File: src/rtl/der_signature_canonical_check_macros.svh
// Assertion macros shared by the checker RTL.
// Each macro expects a clock named clk_i and an active-low reset named rst_ni.
`ifndef DER_SIGNATURE_CANONICAL_CHECK_MACROS_SVH
`define DER_SIGNATURE_CANONICAL_CHECK_MACROS_SVH

// Check a property on every rising edge, ignored while reset is asserted
`define DSC_ASSERT(label, prop, msg) \
  label: assert property (@(posedge clk_i) disable iff (!rst_ni) (prop)) else $error(msg);

// Check a property on every rising edge, including during reset
`define DSC_ASSERT_ALWAYS(label, prop, msg) \
  label: assert property (@(posedge clk_i) (prop)) else $error(msg);

`endif

File: src/rtl/dsc_pkg.sv
`timescale 1ns / 1ps
// ----------------------------------------------------------------------------
// dsc_pkg
// Types, constants and codes for the strict DER signature encoding checker.
// ----------------------------------------------------------------------------
package dsc_pkg;

  // Encoding constants
  localparam logic [7:0] SEQ_TAG  = 8'h30;
  localparam logic [7:0] INT_TAG  = 8'h02;
  localparam logic [7:0] SIGN_BIT = 8'h80;

  // Signature size limits, in bytes
  localparam int unsigned MAX_SIG_BYTES = 73;
  localparam int unsigned MIN_SIG_BYTES = 9;

  // Byte counter saturates at its top value
  localparam int unsigned CNT_W     = 7;
  localparam logic [CNT_W-1:0] CNT_SAT = '1;

  // Default depth of the queue between front and back
  localparam int unsigned QUEUE_DEPTH = 2;

  // Configuration register file
  localparam int unsigned CFG_IDX_W  = 2;
  localparam int unsigned CFG_DATA_W = 8;

  typedef enum logic [CFG_IDX_W-1:0] {
    CFG_HT_LOW  = 2'd0,
    CFG_HT_HIGH = 2'd1,
    CFG_HT_MASK = 2'd2
  } cfg_idx_e;

  localparam logic [7:0] HT_LOW_RST  = 8'd1;
  localparam logic [7:0] HT_HIGH_RST = 8'd3;
  localparam logic [7:0] HT_MASK_RST = 8'd128;

  // Verdict codes, first failing check wins
  typedef enum logic [3:0] {
    ERR_NONE        = 4'd0,
    ERR_SHORT       = 4'd1,
    ERR_LONG        = 4'd2,
    ERR_HASHTYPE    = 4'd3,
    ERR_TYPE        = 4'd4,
    ERR_LENGTH      = 4'd5,
    ERR_S_PLACE     = 4'd6,
    ERR_SUM         = 4'd7,
    ERR_R_TAG       = 4'd8,
    ERR_R_ZERO      = 4'd9,
    ERR_R_NEGATIVE  = 4'd10,
    ERR_R_PADDED    = 4'd11,
    ERR_S_TAG       = 4'd12,
    ERR_S_ZERO      = 4'd13,
    ERR_S_NEGATIVE  = 4'd14,
    ERR_S_PADDED    = 4'd15
  } err_code_e;

  // Captured fields of one complete signature, handed from front to back
  typedef struct packed {
    logic [CNT_W-1:0] size;
    logic [7:0]       hash_byte;
    logic [7:0]       header_type;
    logic [7:0]       length_marker;
    logic [7:0]       r_tag;
    logic [7:0]       r_length;
    logic [7:0]       r_first;
    logic [7:0]       r_second;
    logic [7:0]       s_tag;
    logic [7:0]       s_length;
    logic [7:0]       s_first;
    logic [7:0]       s_second;
  } sig_rec_t;

  // Queue status seen by the front and the back
  typedef struct packed {
    logic full;
    logic empty;
  } q_status_t;

endpackage

File: src/rtl/dsc_if.sv
`timescale 1ns / 1ps
// ----------------------------------------------------------------------------
// dsc_if
// Valid/ready channels: signature bytes in, verdicts out.
// ----------------------------------------------------------------------------
interface dsc_byte_if;
  logic       valid;
  logic       ready;
  logic [7:0] sig_byte;
  logic       last_byte;

  modport source (output valid, output sig_byte, output last_byte, input ready);
  modport sink   (input valid, input sig_byte, input last_byte, output ready);
endinterface

interface dsc_verdict_if;
  logic       valid;
  logic       ready;
  logic       is_canonical;
  logic [3:0] error_code;

  modport source (output valid, output is_canonical, output error_code, input ready);
  modport sink   (input valid, input is_canonical, input error_code, output ready);
endinterface

File: src/rtl/der_signature_canonical_check.sv
`timescale 1ns / 1ps
// ----------------------------------------------------------------------------
// der_signature_canonical_check
// Strict DER signature encoding check, one verdict per signature.
// ----------------------------------------------------------------------------
// Usage:
//   sig_if carries the signature one byte per transfer; last_byte marks the
//   final byte, which is the hash-type byte. res_if carries one verdict per
//   signature: error_code (0 when canonical, else the first failing check)
//   and is_canonical.
//   Throughput is one byte per cycle, back to back, across signatures, while the queue is not full.
//   From the transfer of the last byte, a verdict passes through the queue
//   register and then through the check logic into the output register.
//   The byte counter saturates; a signature longer than the limit reports
//   too long and no bytes beyond the saturation point are captured.
//   When res_if stalls, verdicts wait in the output register and the queue;
//   sig_if keeps taking bytes until the queue is full.
//   Reset empties the queue, clears the capture state and restores the
//   hash-type registers to low 1, high 3 and flag mask 0x80.
//   Configuration is written through cfg_we_i, cfg_idx_i and cfg_data_i,
//   by the user only while the block is idle; the block does not enforce it.
// ----------------------------------------------------------------------------
module der_signature_canonical_check
  import dsc_pkg::*;
#(
  parameter int unsigned DEPTH = QUEUE_DEPTH
) (
  input  logic                  clk_i,
  input  logic                  rst_ni,
  dsc_byte_if.sink              sig_if,
  dsc_verdict_if.source         res_if,
  input  logic                  cfg_we_i,
  input  logic [CFG_IDX_W-1:0]  cfg_idx_i,
  input  logic [CFG_DATA_W-1:0] cfg_data_i
);

  q_status_t q_status;
  logic      push, pop;
  sig_rec_t  push_rec, pop_rec;

  // Count and capture bytes
  dsc_front u_front (
    .clk_i      (clk_i),
    .rst_ni     (rst_ni),
    .sig_if     (sig_if),
    .q_status_i (q_status),
    .push_o     (push),
    .rec_o      (push_rec)
  );

  // Decouple capture from checking
  dsc_queue #(
    .DEPTH (DEPTH)
  ) u_queue (
    .clk_i      (clk_i),
    .rst_ni     (rst_ni),
    .push_i     (push),
    .push_rec_i (push_rec),
    .pop_i      (pop),
    .pop_rec_o  (pop_rec),
    .status_o   (q_status)
  );

  // Check and deliver verdicts
  dsc_back u_back (
    .clk_i      (clk_i),
    .rst_ni     (rst_ni),
    .cfg_we_i   (cfg_we_i),
    .cfg_idx_i  (cfg_idx_i),
    .cfg_data_i (cfg_data_i),
    .rec_i      (pop_rec),
    .q_status_i (q_status),
    .pop_o      (pop),
    .res_if     (res_if)
  );

endmodule

File: src/rtl/dsc_front.sv
`timescale 1ns / 1ps
// ----------------------------------------------------------------------------
// dsc_front
// Counts signature bytes and captures the ones the checks need by position.
// ----------------------------------------------------------------------------
module dsc_front
  import dsc_pkg::*;
(
  input  logic        clk_i,
  input  logic        rst_ni,
  dsc_byte_if.sink    sig_if,
  input  q_status_t   q_status_i,
  output logic        push_o,
  output sig_rec_t    rec_o
);

  `include "der_signature_canonical_check_macros.svh"

  logic [CNT_W-1:0] count_q, count_d;
  sig_rec_t         cap_q, cap_d;
  logic             acc;
  logic             in_range;
  logic [8:0]       pos9;
  logic [8:0]       rl9;

  // Take bytes whenever the queue can hold a finished signature
  assign sig_if.ready = !q_status_i.full;
  assign acc          = sig_if.valid && sig_if.ready;
  assign in_range     = (count_q != CNT_SAT);
  assign pos9         = {2'b00, count_q};
  assign rl9          = {1'b0, cap_q.r_length};

  // Capture bytes by position; S slots follow the R length seen so far
  always_comb begin
    cap_d = cap_q;
    if (in_range) begin
      if (count_q == CNT_W'(0)) cap_d.header_type   = sig_if.sig_byte;
      if (count_q == CNT_W'(1)) cap_d.length_marker = sig_if.sig_byte;
      if (count_q == CNT_W'(2)) cap_d.r_tag         = sig_if.sig_byte;
      if (count_q == CNT_W'(3)) cap_d.r_length      = sig_if.sig_byte;
      if (count_q == CNT_W'(4)) cap_d.r_first       = sig_if.sig_byte;
      if (count_q == CNT_W'(5)) cap_d.r_second      = sig_if.sig_byte;
      if (count_q >= CNT_W'(4)) begin
        if (pos9 == rl9 + 9'd4) cap_d.s_tag    = sig_if.sig_byte;
        if (pos9 == rl9 + 9'd5) cap_d.s_length = sig_if.sig_byte;
        if (pos9 == rl9 + 9'd6) cap_d.s_first  = sig_if.sig_byte;
        if (pos9 == rl9 + 9'd7) cap_d.s_second = sig_if.sig_byte;
      end
    end
  end

  // Advance the saturating byte counter
  always_comb begin
    count_d = in_range ? count_q + CNT_W'(1) : count_q;
  end

  // Hand the finished signature to the queue on its last byte
  always_comb begin
    rec_o           = cap_d;
    rec_o.size      = count_d;
    rec_o.hash_byte = sig_if.sig_byte;
    push_o          = acc && sig_if.last_byte;
  end

  // Hold capture state; clear it once a signature is complete
  always_ff @(posedge clk_i or negedge rst_ni) begin
    if (!rst_ni) begin
      count_q <= '0;
      cap_q   <= '0;
    end else if (acc) begin
      if (sig_if.last_byte) begin
        count_q <= '0;
        cap_q   <= '0;
      end else begin
        count_q <= count_d;
        cap_q   <= cap_d;
      end
    end
  end

  `DSC_ASSERT(a_front_clear, acc && sig_if.last_byte |=> count_q == '0, "count not cleared")
  `DSC_ASSERT(a_front_sat, count_q == CNT_SAT && acc && !sig_if.last_byte |=> count_q == CNT_SAT, "count left saturation")

endmodule

File: src/rtl/dsc_queue.sv
`timescale 1ns / 1ps
// ----------------------------------------------------------------------------
// dsc_queue
// Short register queue of captured signatures between front and back.
// ----------------------------------------------------------------------------
module dsc_queue
  import dsc_pkg::*;
#(
  parameter int unsigned DEPTH = QUEUE_DEPTH
) (
  input  logic      clk_i,
  input  logic      rst_ni,
  input  logic      push_i,
  input  sig_rec_t  push_rec_i,
  input  logic      pop_i,
  output sig_rec_t  pop_rec_o,
  output q_status_t status_o
);

  `include "der_signature_canonical_check_macros.svh"

  localparam int unsigned PTR_W = (DEPTH > 1) ? $clog2(DEPTH) : 1;
  localparam int unsigned CNT_QW = $clog2(DEPTH + 1);
  localparam logic [PTR_W-1:0] PTR_LAST = PTR_W'(DEPTH - 1);
  localparam logic [CNT_QW-1:0] CNT_FULL = CNT_QW'(DEPTH);

  sig_rec_t          mem_q [DEPTH];
  logic [PTR_W-1:0]  wr_ptr_q, wr_ptr_d;
  logic [PTR_W-1:0]  rd_ptr_q, rd_ptr_d;
  logic [CNT_QW-1:0] fill_q, fill_d;
  logic              do_push, do_pop;

  assign status_o.full  = (fill_q == CNT_FULL);
  assign status_o.empty = (fill_q == '0);
  assign do_push        = push_i && !status_o.full;
  assign do_pop         = pop_i && !status_o.empty;
  assign pop_rec_o      = mem_q[rd_ptr_q];

  // Advance pointers and fill level
  always_comb begin
    wr_ptr_d = wr_ptr_q;
    rd_ptr_d = rd_ptr_q;
    fill_d   = fill_q;
    if (do_push) wr_ptr_d = (wr_ptr_q == PTR_LAST) ? '0 : wr_ptr_q + PTR_W'(1);
    if (do_pop)  rd_ptr_d = (rd_ptr_q == PTR_LAST) ? '0 : rd_ptr_q + PTR_W'(1);
    if (do_push && !do_pop) fill_d = fill_q + CNT_QW'(1);
    if (do_pop && !do_push) fill_d = fill_q - CNT_QW'(1);
  end

  always_ff @(posedge clk_i or negedge rst_ni) begin
    if (!rst_ni) begin
      wr_ptr_q <= '0;
      rd_ptr_q <= '0;
      fill_q   <= '0;
    end else begin
      wr_ptr_q <= wr_ptr_d;
      rd_ptr_q <= rd_ptr_d;
      fill_q   <= fill_d;
    end
  end

  // Store entries; payload needs no reset
  always_ff @(posedge clk_i) begin
    if (do_push) mem_q[wr_ptr_q] <= push_rec_i;
  end

  `DSC_ASSERT(a_queue_no_overflow, !(push_i && status_o.full), "push into full queue")
  `DSC_ASSERT_ALWAYS(a_queue_fill, fill_q <= CNT_FULL, "fill level beyond depth")

endmodule

File: src/rtl/dsc_back.sv
`timescale 1ns / 1ps
// ----------------------------------------------------------------------------
// dsc_back
// Runs the ordered checks on a captured signature and registers the verdict.
// ----------------------------------------------------------------------------
module dsc_back
  import dsc_pkg::*;
(
  input  logic                  clk_i,
  input  logic                  rst_ni,
  input  logic                  cfg_we_i,
  input  logic [CFG_IDX_W-1:0]  cfg_idx_i,
  input  logic [CFG_DATA_W-1:0] cfg_data_i,
  input  sig_rec_t              rec_i,
  input  q_status_t             q_status_i,
  output logic                  pop_o,
  dsc_verdict_if.source         res_if
);

  `include "der_signature_canonical_check_macros.svh"

  logic [7:0] ht_low_q, ht_high_q, ht_mask_q;
  logic       out_valid_q;
  err_code_e  code_q, code_d;
  logic [7:0] ht;
  logic [7:0] size8;
  logic [8:0] rl9, sl9;
  logic [9:0] sum10;

  // Configuration registers
  always_ff @(posedge clk_i or negedge rst_ni) begin
    if (!rst_ni) begin
      ht_low_q  <= HT_LOW_RST;
      ht_high_q <= HT_HIGH_RST;
      ht_mask_q <= HT_MASK_RST;
    end else if (cfg_we_i) begin
      unique case (cfg_idx_i)
        CFG_HT_LOW:  ht_low_q  <= cfg_data_i;
        CFG_HT_HIGH: ht_high_q <= cfg_data_i;
        CFG_HT_MASK: ht_mask_q <= cfg_data_i;
        default: ;
      endcase
    end
  end

  assign ht    = rec_i.hash_byte & ~ht_mask_q;
  assign size8 = {1'b0, rec_i.size};
  assign rl9   = {1'b0, rec_i.r_length};
  assign sl9   = {1'b0, rec_i.s_length};
  assign sum10 = {1'b0, rl9} + {1'b0, sl9} + 10'd7;

  // Pick the first failing check
  always_comb begin
    priority if (size8 < 8'(MIN_SIG_BYTES))                 code_d = ERR_SHORT;
    else if (size8 > 8'(MAX_SIG_BYTES))                     code_d = ERR_LONG;
    else if (ht < ht_low_q || ht > ht_high_q)               code_d = ERR_HASHTYPE;
    else if (rec_i.header_type != SEQ_TAG)                  code_d = ERR_TYPE;
    else if (rec_i.length_marker != size8 - 8'd3)           code_d = ERR_LENGTH;
    else if (rl9 + 9'd5 >= {1'b0, size8})                   code_d = ERR_S_PLACE;
    else if (sum10 != {2'b00, size8})                       code_d = ERR_SUM;
    else if (rec_i.r_tag != INT_TAG)                        code_d = ERR_R_TAG;
    else if (rec_i.r_length == 8'd0)                        code_d = ERR_R_ZERO;
    else if ((rec_i.r_first & SIGN_BIT) != 8'd0)            code_d = ERR_R_NEGATIVE;
    else if (rec_i.r_length > 8'd1 && rec_i.r_first == 8'd0
             && (rec_i.r_second & SIGN_BIT) == 8'd0)        code_d = ERR_R_PADDED;
    else if (rec_i.s_tag != INT_TAG)                        code_d = ERR_S_TAG;
    else if (rec_i.s_length == 8'd0)                        code_d = ERR_S_ZERO;
    else if ((rec_i.s_first & SIGN_BIT) != 8'd0)            code_d = ERR_S_NEGATIVE;
    else if (rec_i.s_length > 8'd1 && rec_i.s_first == 8'd0
             && (rec_i.s_second & SIGN_BIT) == 8'd0)        code_d = ERR_S_PADDED;
    else                                                    code_d = ERR_NONE;
  end

  // Pop when the output register is free or being drained
  assign pop_o = !q_status_i.empty && (!out_valid_q || res_if.ready);

  always_ff @(posedge clk_i or negedge rst_ni) begin
    if (!rst_ni) begin
      out_valid_q <= 1'b0;
    end else if (!out_valid_q || res_if.ready) begin
      out_valid_q <= !q_status_i.empty;
    end
  end

  // Verdict payload, loaded on each pop
  always_ff @(posedge clk_i) begin
    if (pop_o) code_q <= code_d;
  end

  assign res_if.valid        = out_valid_q;
  assign res_if.error_code   = code_q;
  assign res_if.is_canonical = (code_q == ERR_NONE);

  `DSC_ASSERT(a_back_load, $rose(out_valid_q) |-> $past(pop_o), "verdict shown without a pop")

endmodule

File: src/flat_wrapper.sv
// flat-port wrapper written by rule: the top's interface ports become plain ports
module der_signature_canonical_check_flat import dsc_pkg::*;
#(
  parameter int unsigned DEPTH = QUEUE_DEPTH
)
  (clk_i, rst_ni, cfg_we_i, cfg_idx_i, cfg_data_i, sig_if_valid, sig_if_sig_byte, sig_if_last_byte, sig_if_ready, res_if_valid, res_if_is_canonical, res_if_error_code, res_if_ready);
  dsc_byte_if sig_if_i ();
  dsc_verdict_if res_if_i ();
  input  logic clk_i;
  input  logic rst_ni;
  input  logic cfg_we_i;
  input  logic [CFG_IDX_W-1:0] cfg_idx_i;
  input  logic [CFG_DATA_W-1:0] cfg_data_i;
  input wire logic [$bits(sig_if_i.valid)-1:0] sig_if_valid;
  input wire logic [$bits(sig_if_i.sig_byte)-1:0] sig_if_sig_byte;
  input wire logic [$bits(sig_if_i.last_byte)-1:0] sig_if_last_byte;
  output wire logic [$bits(sig_if_i.ready)-1:0] sig_if_ready;
  output wire logic [$bits(res_if_i.valid)-1:0] res_if_valid;
  output wire logic [$bits(res_if_i.is_canonical)-1:0] res_if_is_canonical;
  output wire logic [$bits(res_if_i.error_code)-1:0] res_if_error_code;
  input wire logic [$bits(res_if_i.ready)-1:0] res_if_ready;
  assign sig_if_i.valid = sig_if_valid;
  assign sig_if_i.sig_byte = sig_if_sig_byte;
  assign sig_if_i.last_byte = sig_if_last_byte;
  assign sig_if_ready = sig_if_i.ready;
  assign res_if_valid = res_if_i.valid;
  assign res_if_is_canonical = res_if_i.is_canonical;
  assign res_if_error_code = res_if_i.error_code;
  assign res_if_i.ready = res_if_ready;
  der_signature_canonical_check #(.DEPTH(DEPTH)) u_core (.clk_i(clk_i), .rst_ni(rst_ni), .sig_if(sig_if_i), .res_if(res_if_i), .cfg_we_i(cfg_we_i), .cfg_idx_i(cfg_idx_i), .cfg_data_i(cfg_data_i));
endmodule
File: config.mk
export PLATFORM = sky130hd
export DESIGN_NAME = der_signature_canonical_check_flat
export DESIGN_NICKNAME = d
export VERILOG_FILES = /design/src/rtl/dsc_pkg.sv /design/src/rtl/dsc_if.sv /design/src/rtl/der_signature_canonical_check.sv /design/src/rtl/dsc_front.sv /design/src/rtl/dsc_queue.sv /design/src/rtl/dsc_back.sv /design/src/flat_wrapper.sv
export VERILOG_INCLUDE_DIRS = /design/src /design/src/rtl
export SDC_FILE = /design/constraint.sdc
export NUM_CORES = 1
export LEC_CHECK = 0
export ABC_AREA = 1
export BUFFER_PORTS_ARGS = -buffer_cell sky130_fd_sc_hd__clkbuf_2
export CELL_PAD_IN_SITES_DETAIL_PLACEMENT = 0
export CELL_PAD_IN_SITES_GLOBAL_PLACEMENT = 1
export CORE_UTILIZATION = 49
export CTS_CLUSTER_DIAMETER = 50
export DETAILED_ROUTE_END_ITERATION = 10
export PLACE_DENSITY = 0.79
export SLEW_MARGIN = 20
export SYNTH_ARGS = -nofsm -noshare
export SYNTH_HDL_FRONTEND = slang
export SYNTH_SLANG_ARGS = --single-unit
File: constraint.sdc
create_clock -name clk_i -period 6.3 [get_ports clk_i]
set_clock_uncertainty 0.05 [all_clocks]
set_input_delay 0.315 -clock clk_i [delete_from_list [all_inputs] [get_ports clk_i]]
set_output_delay 0.315 -clock clk_i [all_outputs]
set_load 0.01 [all_outputs]
### Yosys cells after proc, flatten, opt, wreduce, memory -nomap -nowiden

Memories as Yosys holds them, arrays and structs flattened.
Index checks and enable logic that the tools add are counted.

| operators by class | value |
|---|---|
| $lt $le $gt $ge | 8 |
| multiplexer cells | 35 |
| eq/ne operators | 18 |
| reduce and logical (&&, ||, !) cells | 34 |
| $add $sub $neg | 13 |
| bitwise logic cells | 2 |

Operator list:

| kind | count |
|---|---|
| two-way mux 80 bit | 2 |
| two-way mux 8 bit | 10 |
| zero test 8 bit | 6 |
| adder 8 x 3 -> 9 bit (second input constant) | 5 |
| == test 7 x 9 -> 1 bit | 4 |
| two-way mux 32 bit | 1 |
| two-way mux 4 bit | 8 |
| greater-than comparator 8 x 1 -> 1 bit (second input constant) | 2 |
| != test 8 x 2 -> 1 bit (second input constant) | 2 |
| == test 7 x 2 -> 1 bit (second input constant) | 2 |
| == test 7 x 3 -> 1 bit (second input constant) | 2 |
| two-way mux 7 bit | 2 |
| two-way mux 3 bit | 4 |
| logical AND 1 bit | 11 |
| adder 9 x 3 -> 10 bit (second input constant) | 1 |
| != test 10 x 7 -> 1 bit | 1 |
| adder 8 x 8 -> 9 bit | 1 |
| >= comparator 9 x 7 -> 1 bit | 1 |
| AND 8 bit | 1 |
| greater-than comparator 8 bit | 1 |
| less-than comparator 8 bit | 1 |
| two-way mux 2 bit | 4 |
| != test 8 x 6 -> 1 bit (second input constant) | 1 |
| != test 8 bit | 1 |
| other kinds (23) | 36 |

| storage, ports and cells | value |
|---|---|
| logic and storage cells | 132 |
| bits of input ports | 24 |
| output and inout bits | 7 |
| memory bits (writable) | 190 |
| register bits | 120 |
| memories kept | 1 |

Memory list:

| name | words | bits a word | rd ports | clocked after memory_dff | wr ports | RTL line | source |
|---|---|---|---|---|---|---|---|
| u_core.u_queue.mem_q | 2 | 95 | 1 | 0 | 1 | dsc_queue.sv:27 | `sig_rec_t mem_q [DEPTH];` |

### Longest topological paths before layout

An unclocked memory read counts as a cell.

| depth | value |
|---|---|
| depth in word-level cells | 18 |
| depth in mapped cells | 26 |
| depth with buffers taken out | 24 |

### Hierarchy

A second synthesis with hierarchy kept.

| second synthesis, totals | value |
|---|---|
| cell total of the unflattened synthesis | 1865 |
| area, all modules | 16249.3 um^2 |

Modules (own cells, without submodules):

| module | times used | cells each | sequential area each (um^2) | area an instance (um^2) |
|---|---|---|---|---|
| dsc_queue | 1 | 529 | 5805.6 | 7148.1 |
| dsc_front | 1 | 835 | 2177.1 | 5799.3 |
| dsc_back | 1 | 501 | 750.7 | 3301.9 |

### Worst setup path after synthesis

No wires, ideal clock.

| timing | value |
|---|---|
| kind | reg2reg |
| from | reg u_core.u_queue.fill_q[0] |
| to | mem u_core.u_queue.mem_q[0][10] in the netlist's numbering (enable) |
| path slack | 1337 ps |
| arrival time | 4392 ps |
| clock period less this slack | 4963 ps |
| data required time | 5729 ps |
| cell stages (with the launch flop) | 8 |
| library setup time | 521 ps |
| buffers on the path | 1 |
| cells stage by stage | dfrtp_1 > inv_1 > nand2_1 > nand2_1 > clkbuf_1 > inv_1 > nand2_1 > nor2_1 |

| between the ends | value |
|---|---|
| word-level cells in the longest chain between the ends | 7 |

Ends and longest elaborated chain:

| item | RTL line | source |
|---|---|---|
| start, declared | dsc_queue.sv:30 | `logic [CNT_QW-1:0] fill_q, fill_d;` |
| start signal, assigned | dsc_queue.sv:58 | `fill_q <= fill_d;` |
| == test 2 bit (*) | dsc_queue.sv:33 | `assign status_o.full = (fill_q == CNT_FULL);` |
| zero test 1 bit (*) | dsc_front.sv:27 | `assign sig_if.ready = !q_status_i.full;` |
| net sig_if_ready | flat_wrapper.sv:17 | `output wire logic [$bits(sig_if_i.ready)-1:0] sig_if_ready;` |
| logical AND 1 bit | dsc_front.sv:28 | `assign acc = sig_if.valid && sig_if.ready;` |
| logical AND 1 bit | dsc_front.sv:62 | `push_o = acc && sig_if.last_byte;` |
| logical AND 1 bit (*) | dsc_queue.sv:35 | `assign do_push = push_i && !status_o.full;` |
| two-way mux 1 bit (*) | dsc_queue.sv:64 | `if (do_push) mem_q[wr_ptr_q] <= push_rec_i;` |
| two-way mux 1 bit (implied by the code) (*) | dsc_queue.sv:64 |  |
| end, declared | dsc_queue.sv:27 |  |

Mark *: on every way through the listed nets, which the timed path passes. The rest lies on a longest branch.

### Worst setup path in the final report

| timing | value |
|---|---|
| from | reg u_core.u_queue.rd_ptr_q |
| to | reg u_core.u_back.code_q[2] (netlist: u_core.u_back.res_if.error_code[2]), data pin |

| between the ends | value |
|---|---|
| word-level cells in the longest chain between the ends | 16 |
| elaborated cells between the ends (all ways) | 42 |
| classes of those cells | add/sub (4); order compare (7); eq/ne (5); mux (12); bitwise (1); reduce/logical (12); memory (1) |

Ends and longest elaborated chain:

| item | RTL line | source |
|---|---|---|
| start, declared | dsc_queue.sv:29 | `logic [PTR_W-1:0] rd_ptr_q, rd_ptr_d;` |
| start signal, assigned | dsc_queue.sv:57 | `rd_ptr_q <= rd_ptr_d;` |
| memory (2 x 95 bit) (*) | n/a |  |
| greater-than comparator 8 x 1 -> 1 bit or zero test 8 bit (tied branches) | dsc_back.sv:69 | `else if (rec_i.s_length > 8'd1 && rec_i.s_first == 8'd0` |
| logical AND 1 bit | dsc_back.sv:69 |  |
| logical AND 1 bit | dsc_back.sv:70 | `&& (rec_i.s_second & SIGN_BIT) == 8'd0) code_d = ERR_S_PADDED;` |
| two-way mux 4 bit | dsc_back.sv:69 |  |
| two-way mux 4 bit | dsc_back.sv:68 | `else if ((rec_i.s_first & SIGN_BIT) != 8'd0) code_d = ERR_S_NEGATIVE;` |
| two-way mux 4 bit | dsc_back.sv:67 | `else if (rec_i.s_length == 8'd0) code_d = ERR_S_ZERO;` |
| two-way mux 4 bit | dsc_back.sv:66 | `else if (rec_i.s_tag != INT_TAG) code_d = ERR_S_TAG;` |
| two-way mux 4 bit | dsc_back.sv:64 | `else if (rec_i.r_length > 8'd1 && rec_i.r_first == 8'd0` |
| two-way mux 4 bit | dsc_back.sv:63 | `else if ((rec_i.r_first & SIGN_BIT) != 8'd0) code_d = ERR_R_NEGATIVE;` |
| two-way mux 4 bit | dsc_back.sv:62 | `else if (rec_i.r_length == 8'd0) code_d = ERR_R_ZERO;` |
| two-way mux 4 bit | dsc_back.sv:61 | `else if (rec_i.r_tag != INT_TAG) code_d = ERR_R_TAG;` |
| two-way mux 3 bit | dsc_back.sv:60 | `else if (sum10 != {2'b00, size8}) code_d = ERR_SUM;` |
| two-way mux 3 bit | dsc_back.sv:59 | `else if (rl9 + 9'd5 >= {1'b0, size8}) code_d = ERR_S_PLACE;` |
| two-way mux 3 bit | dsc_back.sv:58 | `else if (rec_i.length_marker != size8 - 8'd3) code_d = ERR_LENGTH;` |
| two-way mux 3 bit | dsc_back.sv:57 | `else if (rec_i.header_type != SEQ_TAG) code_d = ERR_TYPE;` |
| end signal, assigned | dsc_back.sv:87 | `if (pop_o) code_q <= code_d;` |
| end, declared | dsc_back.sv:24 | `err_code_e code_q, code_d;` |

Every way passes the cells marked *; elsewhere a longest branch is shown, timed or not.
A chain may end at the register's enable or synchronous reset.

==> impl_metrics.ini <==
[yosys]
synthMuxAreaShare_pct = 0
synth_area_leaders = edfxtp_1 (37%), dfrtp_1 (18%), nand2_1 (11%)
yosys_warnings = 0
synth-simple-area-share_pct = 20.1
avgSynthCellArea_um2 = 9.03
netlist_instances = 1510
yosysTopAreaCellShare_pct = 36.6
ys_types = 53
synthTopCellsByCount = nand2_1 (415), inv_1 (244), edfxtp_1 (166), nor2_1 (110), dfrtp_1 (98)
synth_xor_area_share_pct = 2.36
synth_top_cell_by_area = edfxtp_1
synth.net_count = 1589
synth_compound_area_share_pct = 8.80
synthAdderAreaFrac_pct = 5.10
synth-async-reset-ratio_pct = 38.1
synth_edf_count = 166
syn-cell-area_um2 = 13600
post-synth-top-count-cell = nand2_1
synth_top_family_by_area = simple AND/OR/NAND/NOR gates
ys_seq_area_share_pct = 55.3
ys_ff_latch = 268
synth_ff_type = edfxtp_1

[drt]
drtPass1Iterations = 5
drt_iter0_drc = 701
vias = 9839
drt_wl_total_um = 30900
wire_per_inst_um = 15.9
ant_nets = 0
routed_via_density = 5.06
drc = 0

[timing]
max-slew-margin-rel_pct = 44.6
fin_tns_setup_ps = 0
slew_violations = 0
finalSetupViolations = 0
worstMarginPinSlew_ps = 830
worst_slack_ps = 2540
hold_violations = 0
fmax_ghz = 0.266
period_share_pct = 59.7
period_minus_slack_ps = 3760
grt_setup_unrepaired = false

[finish]
nets = 1625
drive_gt1_share_pct = 8.84
areaGrowthSynthToFinish_pct = 12.3
diodes = 0
final_area_um2 = 15300

[worst_setup_path]
cp-end-kind = flip-flop
worst_ep_required_time_ps = 6530
cp-start-kind = flip-flop
path_max_fanout = 49
cp.arrival_ps = 3990
path_class = flip-flop to flip-flop
reg2reg_from = u_core.u_queue.rd_ptr_q$_DFFE_PN0P_
crit_start = u_core.u_queue.rd_ptr_q$_DFFE_PN0P_

[cts]
cts_resized = 0
holdBufCountCts = 2
path_clk_slew_ps = 60
clk_latency_ps = 520
clock_path_buffers = 3
cts-root-buf = clkbuf_16
cts_tree = yes
postCtsSetupRepairBufs = 0
cts_max_level = 2
clkSinkCount = 268
cts-buffers-inserted = 35

[worst_hold_path]
min_path_type = input port to flip-flop
min-delay-start = cfg_data_i[1]

[placement]
dpl_cell_area_um2 = 14100
portBuffers = 30
dp_hpwl_um = 20600
pre_cts_ws_ps = 2480
place.gp.congestion = 0.873

[power_and_ir_drop]
vdd.ir_drop.worst_mv = 0.402
seqPwrFrac_pct = 34.4
pwr-share-comb_pct = 38.3
p_per_area_nw_per_um2 = 475
p_leak_uw = 0.00732
switching_share_pct = 38.6
pwr-share-clk_pct = 27.3
p_int_uw = 4470
power.switching_uw = 2810

[run_status]
status = complete, no violations

[die]
core_area_um2 = 27100
start_util_pct = 50.3
fp.dieW_um = 169
rows = 60
die_h_um = 169
io-pin-count = 31
die_area_um2 = 28500

[job]
cap_violations = 0

[global_route]
grt_pass1_wl_um = 50200
grt_start_max_net_pins = 61
first_global_vias = 9509
grt_overflow = 0
grt_antenna_before_repair = 0
grt_use_total_pct = 22.8
-- power groups by stage --
stage / Combinational, uW / Clock [uW] / Sequential, uW
2_1_floorplan: 2180 / 0 / 2490
3_3_place_gp: 2760 / 0 / 2530
3_5_place_dp: 2810 / 0 / 2540
4_1_cts: 2820 / 2030 / 2500
5_1_grt: 3260 / 2090 / 2540
6_report: 2790 / 1990 / 2500
-- kinds of logic (layout without fill, tap and decap cells) --
group                    count (synthesis)  count (layout)
XOR/XNOR                                35              35
flip-flops                             268             268
adder cells (fa/ha/maj)                 55              55
AND/OR/NAND/NOR                        648             648
AO/OA/AOI/OAI                          214             214
buffers and inverters                  290             353
-- worst paths after layout --
kind / to / slack [ps] / cells after the start
min: u_core.u_back.ht_high_q[1]$_DFFE_PN1P_ / 20 / 3
min in group asynchronous: u_core.u_queue.rd_ptr_q$_DFFE_PN0P_ / 320 / 2
max in group asynchronous: u_core.u_front.cap_q[46]$_DFFE_PN0P_ / 4630 / 3
max: u_core.u_back.res_if.error_code[2]$_SDFFCE_PP0P_ / 2540 / 17
max reg2reg: u_core.u_back.res_if.error_code[2]$_SDFFCE_PP0P_ / 2540 / 17
min reg2reg: u_core.u_front.cap_q[21]$_DFFE_PN0P_ / 430 / 2
-- sequential cells by signal (all words and copies together), names as in the netlist --
signal,flops
u_core.u_front.cap_q,66
u_core.u_back.ht_mask_q,8
u_core.u_back.ht_high_q,8
u_core.u_queue.rd_ptr_q,1
u_core.u_queue.mem_q,162
u_core.u_queue.fill_q,2
u_core.u_front.count_q,7
u_core.u_back.res_if.error_code,4
u_core.u_back.res_if.valid,1
u_core.u_back.ht_low_q,8
u_core.u_queue.wr_ptr_q,1
-- worst max-delay path, cell delays in order, from the launching register on --
cell and delay (ps):
dfrtp_2 560, inv_4 460, nand2_1 90, nand2_1 120, inv_1 80, ha_1 280
inv_1 40, ha_1 230, fa_1 440, xor2_1 220, or2_2 140, nand3_1 60
nor2_1 100, nand3_1 80, nor2_1 190, nand2_1 120, nor3b_2 180, nor2_1 50
-- area by class of cell --
class | instances | area [um2]
Sequential cell | 268 | 7540
Inverter | 250 | 941
Multi-Input combinational cell | 952 | 4970
Timing Repair Buffer | 39 | 225
Fill cell | 2462 | 11800
Clock buffer | 43 | 916
Tap cell | 372 | 465
Clock inverter | 21 | 255
-- cells in the final DEF, fill, tap and decap left out, types with 4 or more instances in the layout --
| cell | count |
|---|---|
| nand2_1 | 415 |
| o21ai_2 | 4 |
| edfxtp_1 | 166 |
| dfrtp_1 | 97 |
| nand4_1 | 16 |
| inv_6 | 5 |
| nor2_1 | 108 |
| clkbuf_1 | 7 |
| o21ai_0 | 86 |
| clkinv_2 | 4 |
| nand3_1 | 44 |
| xnor2_1 | 12 |
| a21oi_1 | 37 |
| xor2_1 | 21 |
| clkinv_1 | 4 |
| inv_1 | 244 |
| buf_4 | 8 |
| clkbuf_16 | 35 |
| o22ai_1 | 51 |
| nor3_1 | 17 |
| o21ai_1 | 20 |
| nand3b_1 | 7 |
| dfstp_2 | 4 |
| ha_1 | 54 |
| nand2_2 | 7 |
| o211ai_1 | 5 |
| or2_2 | 11 |
| clkbuf_2 | 29 |
-- per-stage QoR --
stage / std cells / utilization, % / total power, uW / hold WS (ps)
after floorplan: 1510 / - / 4680 / -30.6
after global placement: 1879 / 52.1 / 5290 / 343
after detailed placement: 1879 / 52.1 / 5340 / 347
after CTS: 1945 / 56.5 / 7350 / 12.6
after global routing: 1945 / 56.5 / 7880 / 42.9
final: 1945 / 56.5 / 7280 / 20.5
-- routing by layer --
| layer | track usage [%] | share of wire, % | vias to the layer above |
|---|---|---|---|
| met3 | 2.71 | 4.3 | 47 |
| met4 | 6.60 | 2.2 | 0 |
| met5 | 0 | 0 | - |
| li1 | - | - | 5005 |
| met1 | 32.0 | 48 | 4600 |
| met2 | 37.5 | 46 | 187 |
Note: power is estimated with default switching activity, not from simulation.
